`src/hdl/pwcf_pkg.sv`:
```
// Types and constants shared by the pulse width capture framer
`default_nettype none
package pwcf_pkg;

  localparam int CFG_IDX_W = 2;

  localparam logic [CFG_IDX_W-1:0] CFG_IDLE_TIME   = 2'd0;
  localparam logic [CFG_IDX_W-1:0] CFG_FILTER_TIME = 2'd1;
  localparam logic [CFG_IDX_W-1:0] CFG_INIT_LEVEL  = 2'd2;

  localparam logic [31:0] IDLE_TIME_RST   = 32'd10000;
  localparam logic [31:0] FILTER_TIME_RST = 32'd50;
  localparam logic        INIT_LEVEL_RST  = 1'b1;

  localparam logic KIND_EDGE = 1'b0;
  localparam logic KIND_POLL = 1'b1;

  typedef struct packed {
    logic        kind;
    logic        pin_level;
    logic [31:0] time_us;
  } pwcf_in_t;

  typedef struct packed {
    logic signed [31:0] duration;
    logic               has_data;
    logic               is_last;
    logic               overflow_seen;
  } pwcf_out_t;

endpackage
`default_nettype wire

```
`src/hdl/pwcf_ram.sv`:
```
// Pulse store: one write port, one registered read port
`default_nettype none
module pwcf_ram #(
  parameter int DEPTH = 64,
  parameter int AW    = 6
) (
  input  logic          clk,
  input  logic          wr_en,
  input  logic [AW-1:0] wr_addr,
  input  logic [31:0]   wr_data,
  input  logic          rd_en,
  input  logic [AW-1:0] rd_addr,
  output logic [31:0]   rd_data
);

  logic [31:0] mem [DEPTH];

  always_ff @(posedge clk) begin
    if (wr_en) begin
      mem[wr_addr] <= wr_data;
    end
  end

  always_ff @(posedge clk) begin
    if (rd_en) begin
      rd_data <= mem[rd_addr];
    end
  end

endmodule
`default_nettype wire

```
`src/hdl/pulse_width_capture_framer.sv`:
```
// Top level of the pulse width capture framer
//
//  channel | ports                      | carries
//  --------+----------------------------+-----------------------------------
//  input   | in_valid in_ready in_data  | edge or poll item (pwcf_in_t)
//  output  | out_valid out_ready out_data| one duration beat (pwcf_out_t)
//  config  | cfg_wr_en cfg_index cfg_data| register write, no wait
//
// Edge item: IDLE then EVAL, plus STORE when a pulse is committed (one store write).
// Poll item: IDLE, EVAL, 0 to 2 flush writes in STORE, then START and readout at one
// beat per cycle from the registered store read port; out_ready low holds readout.
// Reset is synchronous and needs no clearing pass; unwritten store entries
// read as anything. in_ready is high only between items.
`default_nettype none
module pulse_width_capture_framer #(
  parameter int BUFFER_DEPTH = 64
) (
  input  logic                           clk,
  input  logic                           rst_n,
  input  logic                           in_valid,
  output logic                           in_ready,
  input  pwcf_pkg::pwcf_in_t             in_data,
  output logic                           out_valid,
  input  logic                           out_ready,
  output pwcf_pkg::pwcf_out_t            out_data,
  input  logic                           cfg_wr_en,
  input  logic [pwcf_pkg::CFG_IDX_W-1:0] cfg_index,
  input  logic [31:0]                    cfg_data
);
  import pwcf_pkg::*;

  localparam int IW = $clog2(BUFFER_DEPTH);
  localparam logic [IW-1:0] LAST_IDX = IW'(BUFFER_DEPTH - 1);

  localparam logic [2:0] ST_IDLE  = 3'd0;
  localparam logic [2:0] ST_EVAL  = 3'd1;
  localparam logic [2:0] ST_STORE = 3'd2;
  localparam logic [2:0] ST_START = 3'd3;
  localparam logic [2:0] ST_EMPTY = 3'd4;
  localparam logic [2:0] ST_READ  = 3'd5;

  function automatic logic [IW-1:0] nxt_idx(input logic [IW-1:0] i);
    nxt_idx = (i == LAST_IDX) ? '0 : i + 1'b1;
  endfunction

  logic [2:0]    state_r, state_nxt;
  pwcf_in_t      item_r, item_nxt;
  logic [31:0]   idle_time_r, idle_time_nxt;
  logic [31:0]   filter_time_r, filter_time_nxt;
  logic [IW-1:0] wi_r, wi_nxt;
  logic [IW-1:0] ri_r, ri_nxt;
  logic [IW-1:0] fsi_r, fsi_nxt;
  logic          ovf_flag_r, ovf_flag_nxt;
  logic [31:0]   prev_time_r, prev_time_nxt;
  logic          prev_level_r, prev_level_nxt;
  logic [31:0]   commit_time_r, commit_time_nxt;
  logic          com_level_r, com_level_nxt;
  logic [31:0]   delta_r, delta_nxt;
  logic          lvl_r, lvl_nxt;
  logic          flush_pend_r, flush_pend_nxt;
  logic          ovf_seen_r, ovf_seen_nxt;
  logic [IW-1:0] last_r, last_nxt;
  logic [IW-1:0] iss_idx_r, iss_idx_nxt;
  logic [IW-1:0] iss_cnt_r, iss_cnt_nxt;
  logic          iss_more_r, iss_more_nxt;
  logic          q_vld_r, q_vld_nxt;
  logic [IW-1:0] q_idx_r, q_idx_nxt;
  logic [IW-1:0] q_cnt_r, q_cnt_nxt;
  logic          first_r, first_nxt;
  logic          out_valid_r, out_valid_nxt;
  pwcf_out_t     out_data_r, out_data_nxt;

  logic          mem_wr_en;
  logic [31:0]   mem_wr_data;
  logic          rd_en;
  logic [31:0]   q_data;

  logic [31:0]   since_prev;
  logic          cur_level;
  logic          out_free;
  logic [31:0]   q_mag;
  logic          q_stop;
  logic          q_moves;
  logic [IW-1:0] w_idx;

  pwcf_ram #(
    .DEPTH (BUFFER_DEPTH),
    .AW    (IW)
  ) u_ram (
    .clk     (clk),
    .wr_en   (mem_wr_en),
    .wr_addr (wi_r),
    .wr_data (mem_wr_data),
    .rd_en   (rd_en),
    .rd_addr (iss_idx_r),
    .rd_data (q_data)
  );

  assign in_ready  = (state_r == ST_IDLE);
  assign out_valid = out_valid_r;
  assign out_data  = out_data_r;

  assign since_prev  = item_r.time_us - prev_time_r;
  assign cur_level   = ~item_r.pin_level;
  assign out_free    = !out_valid_r || out_ready;
  assign mem_wr_data = lvl_r ? delta_r : (32'd0 - delta_r);
  assign q_mag       = q_data[31] ? (32'd0 - q_data) : q_data;
  assign q_stop      = (q_idx_r == last_r) || (q_cnt_r == LAST_IDX) ||
                       (q_mag >= idle_time_r);
  assign q_moves     = (state_r == ST_READ) && q_vld_r && out_free;
  assign rd_en       = (state_r == ST_READ) && iss_more_r &&
                       (!q_vld_r || (q_moves && !q_stop));

  always_comb begin
    state_nxt        = state_r;
    item_nxt         = item_r;
    idle_time_nxt    = idle_time_r;
    filter_time_nxt  = filter_time_r;
    wi_nxt           = wi_r;
    ri_nxt           = ri_r;
    fsi_nxt          = fsi_r;
    ovf_flag_nxt     = ovf_flag_r;
    prev_time_nxt    = prev_time_r;
    prev_level_nxt   = prev_level_r;
    commit_time_nxt  = commit_time_r;
    com_level_nxt    = com_level_r;
    delta_nxt        = delta_r;
    lvl_nxt          = lvl_r;
    flush_pend_nxt   = flush_pend_r;
    ovf_seen_nxt     = ovf_seen_r;
    last_nxt         = last_r;
    iss_idx_nxt      = iss_idx_r;
    iss_cnt_nxt      = iss_cnt_r;
    iss_more_nxt     = iss_more_r;
    q_vld_nxt        = q_vld_r;
    q_idx_nxt        = q_idx_r;
    q_cnt_nxt        = q_cnt_r;
    first_nxt        = first_r;
    out_valid_nxt    = out_valid_r && !out_ready;
    out_data_nxt     = out_data_r;
    mem_wr_en        = 1'b0;
    w_idx            = nxt_idx(wi_r);

    if (cfg_wr_en) begin
      case (cfg_index)
        CFG_IDLE_TIME:   idle_time_nxt = cfg_data;
        CFG_FILTER_TIME: filter_time_nxt = cfg_data;
        CFG_INIT_LEVEL: begin
        end
        default: begin
        end
      endcase
    end

    case (state_r)
      ST_IDLE: begin
        if (in_valid) begin
          item_nxt  = in_data;
          state_nxt = ST_EVAL;
        end
      end
      ST_EVAL: begin
        if (item_r.kind == KIND_EDGE) begin
          prev_time_nxt  = item_r.time_us;
          prev_level_nxt = cur_level;
          state_nxt      = ST_IDLE;
          if ((since_prev >= filter_time_r) && (prev_level_r != cur_level) &&
              (prev_level_r != com_level_r)) begin
            delta_nxt        = prev_time_r - commit_time_r;
            lvl_nxt          = prev_level_r;
            commit_time_nxt  = prev_time_r;
            com_level_nxt    = prev_level_r;
            flush_pend_nxt   = 1'b0;
            state_nxt        = ST_STORE;
          end
        end else begin
          ovf_seen_nxt = ovf_flag_r;
          ovf_flag_nxt = 1'b0;
          state_nxt    = ST_START;
          if ((fsi_r == ri_r) && (wi_r != fsi_r) && (since_prev >= idle_time_r)) begin
            state_nxt = ST_STORE;
            if (prev_level_r != com_level_r) begin
              delta_nxt        = prev_time_r - commit_time_r;
              lvl_nxt          = prev_level_r;
              commit_time_nxt  = prev_time_r;
              com_level_nxt    = prev_level_r;
              flush_pend_nxt   = 1'b1;
            end else begin
              delta_nxt      = idle_time_r;
              lvl_nxt        = ~com_level_r;
              flush_pend_nxt = 1'b0;
            end
          end
        end
      end
      ST_STORE: begin
        mem_wr_en = 1'b1;
        if (w_idx == ri_r) begin
          w_idx        = fsi_r;
          ovf_flag_nxt = 1'b1;
        end
        if (delta_r >= idle_time_r) begin
          if (wi_r == fsi_r) begin
            w_idx = fsi_r;
          end else begin
            fsi_nxt = w_idx;
          end
        end
        wi_nxt = w_idx;
        if (flush_pend_r) begin
          // idle marker closing the flushed frame
          delta_nxt      = idle_time_r;
          lvl_nxt        = ~com_level_r;
          flush_pend_nxt = 1'b0;
        end else if (item_r.kind == KIND_POLL) begin
          state_nxt = ST_START;
        end else begin
          state_nxt = ST_IDLE;
        end
      end
      ST_START: begin
        last_nxt = fsi_r;
        if (fsi_r == ri_r) begin
          state_nxt = ST_EMPTY;
        end else begin
          iss_idx_nxt  = ri_r;
          iss_cnt_nxt  = '0;
          iss_more_nxt = 1'b1;
          first_nxt    = 1'b1;
          q_vld_nxt    = 1'b0;
          state_nxt    = ST_READ;
        end
      end
      ST_EMPTY: begin
        if (out_free) begin
          out_valid_nxt              = 1'b1;
          out_data_nxt.duration      = '0;
          out_data_nxt.has_data      = 1'b0;
          out_data_nxt.is_last       = 1'b1;
          out_data_nxt.overflow_seen = ovf_seen_r;
          state_nxt                  = ST_IDLE;
        end
      end
      ST_READ: begin
        if (rd_en) begin
          iss_idx_nxt = nxt_idx(iss_idx_r);
          iss_cnt_nxt = iss_cnt_r + 1'b1;
          q_idx_nxt   = iss_idx_r;
          q_cnt_nxt   = iss_cnt_r;
          if ((iss_idx_r == last_r) || (iss_cnt_r == LAST_IDX)) begin
            iss_more_nxt = 1'b0;
          end
          q_vld_nxt = 1'b1;
        end else if (q_moves) begin
          q_vld_nxt = 1'b0;
        end
        if (q_moves) begin
          out_valid_nxt              = 1'b1;
          out_data_nxt.duration      = $signed(q_data);
          out_data_nxt.has_data      = 1'b1;
          out_data_nxt.is_last       = q_stop;
          out_data_nxt.overflow_seen = first_r & ovf_seen_r;
          first_nxt                  = 1'b0;
          if (q_stop) begin
            ri_nxt       = nxt_idx(q_idx_r);
            iss_more_nxt = 1'b0;
            state_nxt    = ST_IDLE;
          end
        end
      end
      default: begin
        state_nxt = ST_IDLE;
      end
    endcase
  end

  always_ff @(posedge clk) begin
    if (!rst_n) begin
      state_r        <= ST_IDLE;
      idle_time_r    <= IDLE_TIME_RST;
      filter_time_r  <= FILTER_TIME_RST;
      wi_r           <= '0;
      ri_r           <= '0;
      fsi_r          <= '0;
      ovf_flag_r     <= 1'b0;
      prev_time_r    <= '0;
      prev_level_r   <= INIT_LEVEL_RST;
      commit_time_r  <= '0;
      com_level_r    <= INIT_LEVEL_RST;
      flush_pend_r   <= 1'b0;
      iss_more_r     <= 1'b0;
      q_vld_r        <= 1'b0;
      out_valid_r    <= 1'b0;
    end else begin
      state_r        <= state_nxt;
      idle_time_r    <= idle_time_nxt;
      filter_time_r  <= filter_time_nxt;
      wi_r           <= wi_nxt;
      ri_r           <= ri_nxt;
      fsi_r          <= fsi_nxt;
      ovf_flag_r     <= ovf_flag_nxt;
      prev_time_r    <= prev_time_nxt;
      prev_level_r   <= prev_level_nxt;
      commit_time_r  <= commit_time_nxt;
      com_level_r    <= com_level_nxt;
      flush_pend_r   <= flush_pend_nxt;
      iss_more_r     <= iss_more_nxt;
      q_vld_r        <= q_vld_nxt;
      out_valid_r    <= out_valid_nxt;
    end
  end

  always_ff @(posedge clk) begin
    item_r     <= item_nxt;
    delta_r    <= delta_nxt;
    lvl_r      <= lvl_nxt;
    ovf_seen_r <= ovf_seen_nxt;
    last_r     <= last_nxt;
    iss_idx_r  <= iss_idx_nxt;
    iss_cnt_r  <= iss_cnt_nxt;
    q_idx_r    <= q_idx_nxt;
    q_cnt_r    <= q_cnt_nxt;
    first_r    <= first_nxt;
    out_data_r <= out_data_nxt;
  end

endmodule
`default_nettype wire

```
`config.mk`:
```
export PLATFORM = sky130hd
export DESIGN_NAME = pulse_width_capture_framer
export DESIGN_NICKNAME = d
export VERILOG_FILES = /design/src/hdl/pwcf_pkg.sv /design/src/hdl/pwcf_ram.sv /design/src/hdl/pulse_width_capture_framer.sv
export SDC_FILE = /design/constraint.sdc
export NUM_CORES = 2
export LEC_CHECK = 0
export ABC_CLOCK_PERIOD_IN_PS = 7230
export BUFFER_PORTS_ARGS = -buffer_cell sky130_fd_sc_hd__clkbuf_2
export CAP_MARGIN = 40
export CORE_ASPECT_RATIO = 0.9
export CORE_MARGIN = 4
export CORE_UTILIZATION = 49
export CTS_BUF_LIST = sky130_fd_sc_hd__clkbuf_4
export DETAILED_ROUTE_END_ITERATION = 8
export GPL_TIMING_DRIVEN = 1
export HOLD_SLACK_MARGIN = 0.15
export PLACE_DENSITY = 0.76
export SLEW_MARGIN = 20
export SYNTH_ARGS = -nofsm -noshare
export SYNTH_HDL_FRONTEND = slang
export SYNTH_SLANG_ARGS = --single-unit
export TNS_END_PERCENT = 10
```
`constraint.sdc`:
```
create_clock -name clk -period 7.23 [get_ports clk]
set_input_delay 0.3615 -clock clk [delete_from_list [all_inputs] [get_ports clk]]
set_output_delay 0.3615 -clock clk [all_outputs]
set_load 0.02 [all_outputs]
```
; Word-level counts from Yosys, hierarchy flattened
; Memory sizes are Yosys's and may differ from the RTL's. A register that Yosys moved wholly into a read port is not among the register bits.
; Index checks and enable logic that the tools add are counted.
[word_totals]
n_memories = 1
reg_bits = 290
word_cells = 197
output_inout_bits = 37
mem_bits_rw = 2048
inputBits = 73
[classes]
eq_ne = 34
reduce_logical = 43
magnitude_cmp = 4
n_bitwise = 4
n_mux = 72
add_sub_neg = 8
[mem_list]
columns = name, depth, word_bits, rd, rd_ports_with_merged_regs, write_ports, line_no
row1 = u_ram.mem, 64, 32, 1, 1, 1, pwcf_ram.sv:16  ; logic [31:0] mem [DEPTH];
[op_table]
columns = op, count
row1 = 32-bit two-way mux, 11
row2 = 32-bit >= comparator, 4
row3 = 35-bit two-way mux, 2
row4 = 35-bit one-hot mux with 2 select lines, 1
row5 = 32-bit one-hot mux with 2 select lines, 1
row6 = 1-bit by 32-bit subtractor with 32-bit output (first input constant), 2
row7 = 32-bit subtractor, 2
row8 = 6-bit two-way mux, 10
row9 = 6-bit == test, 5
row10 = 6-bit == test (second input constant), 5
row11 = 1-bit two-way mux, 29
row12 = 6-bit by 1-bit adder with 6-bit output (second input constant), 4
row13 = 6-bit one-hot mux with 2 select lines, 2
row14 = 3-bit AND reduction, 7
row15 = 2-bit != test (second input constant), 10
row16 = 3-bit two-way mux, 6
row17 = 3-bit one-hot mux with 6 select lines, 1
row18 = 2-bit AND reduction, 8
row19 = 1-bit one-hot mux with 2 select lines, 7
row20 = 1-bit logical AND, 10
row21 = 3-bit != test (second input constant), 3
row22 = 4-bit AND reduction, 2
row23 = 2-bit nonzero test, 4
row24 = 3-bit by 2-bit == test with 1-bit output (second input constant), 2
row25 = other kinds (14), 27

; Longest topological paths before layout
[logic_depth]
ltp_word = 12
depth_mapped = 25
ltp_nobuf = 23

; Modules after synthesis
; From an unflattened synthesis, not the netlist that was laid out.
[unflattened]
hier_cells = 5503
hier_area_um2 = 98114.1
[by_module_without_submodules]
columns = module, cells_each, seq_area_each_um2, area_each_um2, instances
row1 = pwcf_ram, 3370, 62459.9, 79099.6, 1
row2 = pulse_width_capture_framer, 2133, 7146.9, 19014.5, 1

; Worst setup path before layout
; Ideal clock, no wire load.
[synth_path]
kind = flip-flop to flip-flop
from = register item_r[0] in the netlist's numbering
to = register delta_r[0], enable pin
period_less_slack_ps = 6249
arrival_ps = 5806
n_path_buf = 0
setup_slack_ps = 981
required_time_ps = 6787
setup_time_ps = 443
stages_incl_launch_ff = 23
path_cell_list = edfxtp_1 -> inv_1 -> ha_1 -> inv_1 -> fa_1 -> a21o_1 -> nand4_1 -> a21oi_1 -> o41a_1 -> a31o_2 -> a31o_2 -> a21o_1 -> a21oi_1 -> xnor2_1 -> ha_1 -> a21o_1 -> a21o_1 -> a21oi_1 -> o31ai_1 -> a21oi_1 -> o31ai_1 -> nand3_1 -> a31oi_1
[synth_between]
elab_chain_cells = 6
elab_cells_between_ends = 9
classes_between = 1 x add/sub / 2 x order compare / 2 x eq/ne / 4 x reduce/logical
[synth_lines]
columns = element, line_no
row1 = "start, declared", pulse_width_capture_framer.sv:47  ; pwcf_in_t item_r, item_nxt;
row2 = "start signal, assigned", pulse_width_capture_framer.sv:314  ; item_r <= item_nxt;
row3 = 32-bit subtractor (*), pulse_width_capture_framer.sv:103  ; assign since_prev = item_r.time_us - prev_time_r;
row4 = 32-bit >= comparator, pulse_width_capture_framer.sv:167  ; if ((since_prev >= filter_time_r) && (prev_level_r != cur_level) &&
row5 = 1-bit logical AND (2 in a row), pulse_width_capture_framer.sv:167
row6 = 3-bit != test (no line), --
row7 = 4-bit AND reduction (no line) (*), --
row8 = "end signal, assigned", pulse_width_capture_framer.sv:315  ; delta_r <= delta_nxt;
row9 = "end, declared", pulse_width_capture_framer.sv:58  ; logic [31:0] delta_r, delta_nxt;
; Mark *: on every way between the ends. The rest lies on a longest branch, timed or not.
; A chain may end at the register's enable or synchronous reset.

; Worst setup path after layout
[layout_path]
from = register item_r[0] in the netlist's numbering
to = register delta_r[12], enable pin
; Same word-level chain as after synthesis.

==> summary.md <==
| Metric | Value |
|---|---|
| Syn. warnings | 0 |
| Final worst path period share | 84.20% |
| Adder-cell area share of the yosys netlist | 2.532% |
| Hold/Removal Path Class | in -> reg |
| Hold endpoint | state_r[0] |
| Synth area leaders | edfxtp_1 (68%), mux4_2 (6.8%), mux2i_1 (5.5%), dfxtp_1 (3.2%), ha_1 (2.5%) |
| Number of global-route vias before repair | 58926 |
| Layout cell share with drive strength beyond 1 | 23.06% |
| Max_cap viols | 0 |
| Non-filler cells, final | 9761 |
| Die width | 480.5 um |
| Post-layout min period | 6087 ps |
| Fin Clk Skew | 158.6 ps |
| Largest family of logic cells by synthesized area | multiplexers |
| Worst Reg-to-Reg Cells | 21 |
| CP max stage delay | 610 ps |
| Worst-path fanout max | 33 |
| Pin count of the biggest net entering global routing | 128 |
| Htree depth | 6 |
| FP Rows | 155 |
| Fmax | 164.3 MHz |
| Final Core Density | 56.80% |
| Dominant synthesized flop cell | edfxtp_1 |
| DP HPWL | 151900 um |
| Compound-cell area share of the yosys netlist | 7.082% |
| Via density per instance | 6.135 |
| Clock buffer count from CTS | 580 |
| VDD IR max | 0.1833 mV |
| Drt first pass iters | 7 |
| Final setup vio count | 0 |
| Register area share after synthesis | 70.71% |
| Simple-Gate Fraction of Synth Area | 4.191% |
| Initial antenna violation count | 17 |
| Drt total wl | 266000 um |
| Fin. max-slew vios | 0 |
| Clock input transition at the sequential cells of the worst setup and hold paths | 70 ps |
| Syn Inst Count | 5958 |
| Min-delay src | in_valid |
| Max-Slew Margin vs Limit | 33.36% |
| Hold depth | 6 |
| CP Capture Type | register |
| Critical Path RT | 8090 ps |
| Boundary pin count | 110 |
| First-pass GRT wire length | 384900 um |
| Root Buffer | clkbuf_4 |
| Nets | 6971 |
| Share of the synthesized area in the top cell type | 67.54% |
| Syn Std Cell Area | 98440 sq um |
| Area delta synth->final | 14.82% |
| Crit-path cells | inv_1 > ha_1 > inv_1 > fa_1 > a21o_1 > nand4_1 > a21oi_1 > o41a_1 > and4_1 > o21a_1 > a2111o_1 > a21oi_1 > xnor2_1 > ha_1 > nand4_1 > nor2_1 > o21ai_0 > o21ai_0 > nand3_1 > a31oi_4 > buf_4 |
| Post-synthesis mux area share | 12.33% |
| GR Overflow Total | 0 |
| DRT iter0 DRCs | 7928 |
| I/O Buffers | 109 |
| CORE AREA | 199000 sq um |
| Mean Syn Cell Area | 16.52 sq um |
| Power per Cell Area | 254.7 nW/um^2 |
| Yosys reg bits | 2370 |
| Post-Synth XOR/XNOR Area | 1.335% |
| DR DRC count | 0 |
| Via count | 59886 |
| Clk buf depth | 4 |
| Most frequent cells in the layout | edfxtp_1 (2214), clkbuf_4 (849), mux2i_1 (540) |
| Initial Util | 49.47% |
| Number of enable flip-flop cells after synthesis | 2214 |
| Internal reg-to-reg setup slack | 1140 ps |
| Origin of the critical flop-to-flop path | item_r[0] |
| CTS tree | built |
| Gpl congestion | 0.9329 |
| Setup TNS | 0 ps |
| Least-Margin Pin Slew | 999.6 ps |
| Avg WL per Cell | 27.25 um |
| Leading area contributor after synthesis | edfxtp_1 |
| GRT Total Usage | 25.20% |
| Worst Setup Path Type | reg -> reg |
| Critical path's slowest cell | o21ai_0 |
| Synth async-reset ratio | 0% |
| Final ANT Viol Nets | 0 |
| Final Hold Viols | 0 |
| Dpl cells | 8599 |
| Die Y | 433.2 um |
| RSZ-0062 raised after global routing | false |
| Sink Count | 2370 |
| R2R Path End | delta_r[12] |
| Synthesized netlist net count | 6229 |
| Worst-Skew Late Latency | 1370 ps |
| Netlist cell types | 70 |
| Run status | complete, no violations |
| P_leak | 36.98 nW |
| Die Area | 208100 sq um |
| Crit path DAT | 6950 ps |
| Post-CTS setup buffers | 0 |
| Most common cell after layout, fill and taps aside | edfxtp_1 |
| Startpoint types | register |
-- flip-flops by register name, indices dropped and copies added, names as in the netlist, 32 cells and up --
register / cells
u_ram.mem: 2048
prev_time_r: 32
item_r: 34
delta_r: 32
out_data: 35
idle_time_r: 32
filter_time_r: 32
commit_time_r: 32
u_ram.rd_data: 32
-- critical path, delay by kind of cell, from the launching register on --
family	cells	cell delay (ps)
AO/OA/AOI/OAI	9	2600
XOR/XNOR	1	130
adder cells (fa/ha/maj)	3	880
buffers and inverters	3	530
flip-flops	1	390
AND/OR/NAND/NOR	5	1100
-- metal layers --
layer	vias to the layer above	global-route usage, %	share of wire, %
li1	25553	-	-
met1	29839	34.84	39
met5	-	0	0.0034
met3	608	6.964	12
met4	2	9.657	3.6
met2	3884	38.33	46
-- area by class of cell --
class / instances / area, sq um
flip-flops and latches: 2370 / 69610
well taps: 2669 / 3339
clock buffers: 840 / 6306
inverters: 158 / 598.1
repair buffers: 479 / 4183
multi-input cells: 3111 / 28100
fillers: 14818 / 85950
diodes: 18 / 45.04
clock inverters: 116 / 844.6
-- kinds of logic after synthesis --
logic type | after synthesis
simple gates | 911
flops | 2370
buf+inv | 477
fa+ha+maj | 198
mux | 840
xor+xnor | 150
compound gates | 1012
-- synth_stat cells, types with 7 or more instances --
| cell type | number |
|---|---|
| a21boi_0 | 90 |
| nand3b_1 | 8 |
| and3_1 | 40 |
| xnor2_1 | 88 |
| buf_1 | 78 |
| nor4_1 | 11 |
| mux4_2 | 298 |
| and2_1 | 7 |
| nand3_1 | 42 |
| dfxtp_1 | 156 |
| a211oi_1 | 14 |
| o211ai_1 | 13 |
| edfxtp_1 | 2214 |
| o21bai_1 | 10 |
| o31ai_1 | 15 |
| nor3_1 | 29 |
| nor2b_1 | 19 |
| or2_2 | 7 |
| nor2_1 | 161 |
| a21oi_1 | 235 |
| o22ai_1 | 127 |
| nand2_1 | 485 |
| o41ai_1 | 8 |
| a21o_1 | 72 |
| xor2_1 | 62 |
| mux2i_1 | 540 |
| or3_1 | 11 |
| o21ai_0 | 102 |
| inv_1 | 158 |
| clkbuf_1 | 241 |
| o21a_1 | 18 |
| nand2b_1 | 22 |
| nand4_1 | 29 |
| a31o_2 | 7 |
| a31oi_1 | 15 |
| o221ai_1 | 249 |
| ha_1 | 196 |
-- where the power goes --
group          internal [W]  leakage [nW]  switching [W]
Combinational      0.000700          11.5        0.00150
Clock               0.00580          4.29        0.00518
Sequential           0.0155          21.1       0.000111
-- per-stage QoR --
stage	setup WS, ps	cell area, sq um	total power (W)	hold slack [ps]
5_1_grt	733.3	113000	0.02998	271.1
6_report	1143	113000	0.02879	338.0
2_1_floorplan	980.9	98440	0.01715	409.0
4_1_cts	1084	112800	0.02892	212.9
3_5_place_dp	1158	104000	0.01798	428.9
3_3_place_gp	1154	103500	0.01788	417.3
-- worst max-delay path by stage --
stage,start,endpoint,cells past startpoint
floorplan,item_r[0],delta_r[0],22
global placement,u_ram.rd_data[3],u_ram.rd_data[4],17
detailed placement,u_ram.rd_data[3],u_ram.rd_data[4],17
CTS,u_ram.rd_data[3],u_ram.rd_data[13],17
global route,prev_time_r[1],commit_time_r[13],20
finish,item_r[0],delta_r[12],21
-- timing repair --
item                                    CTS  global route
hold buffers                            169             1
endpoints found under the hold margin   265            19
endpoints found under the setup margin    0             0
gates resized for setup                   0             0
No activity file was read; power rests on OpenSTA's default activity.
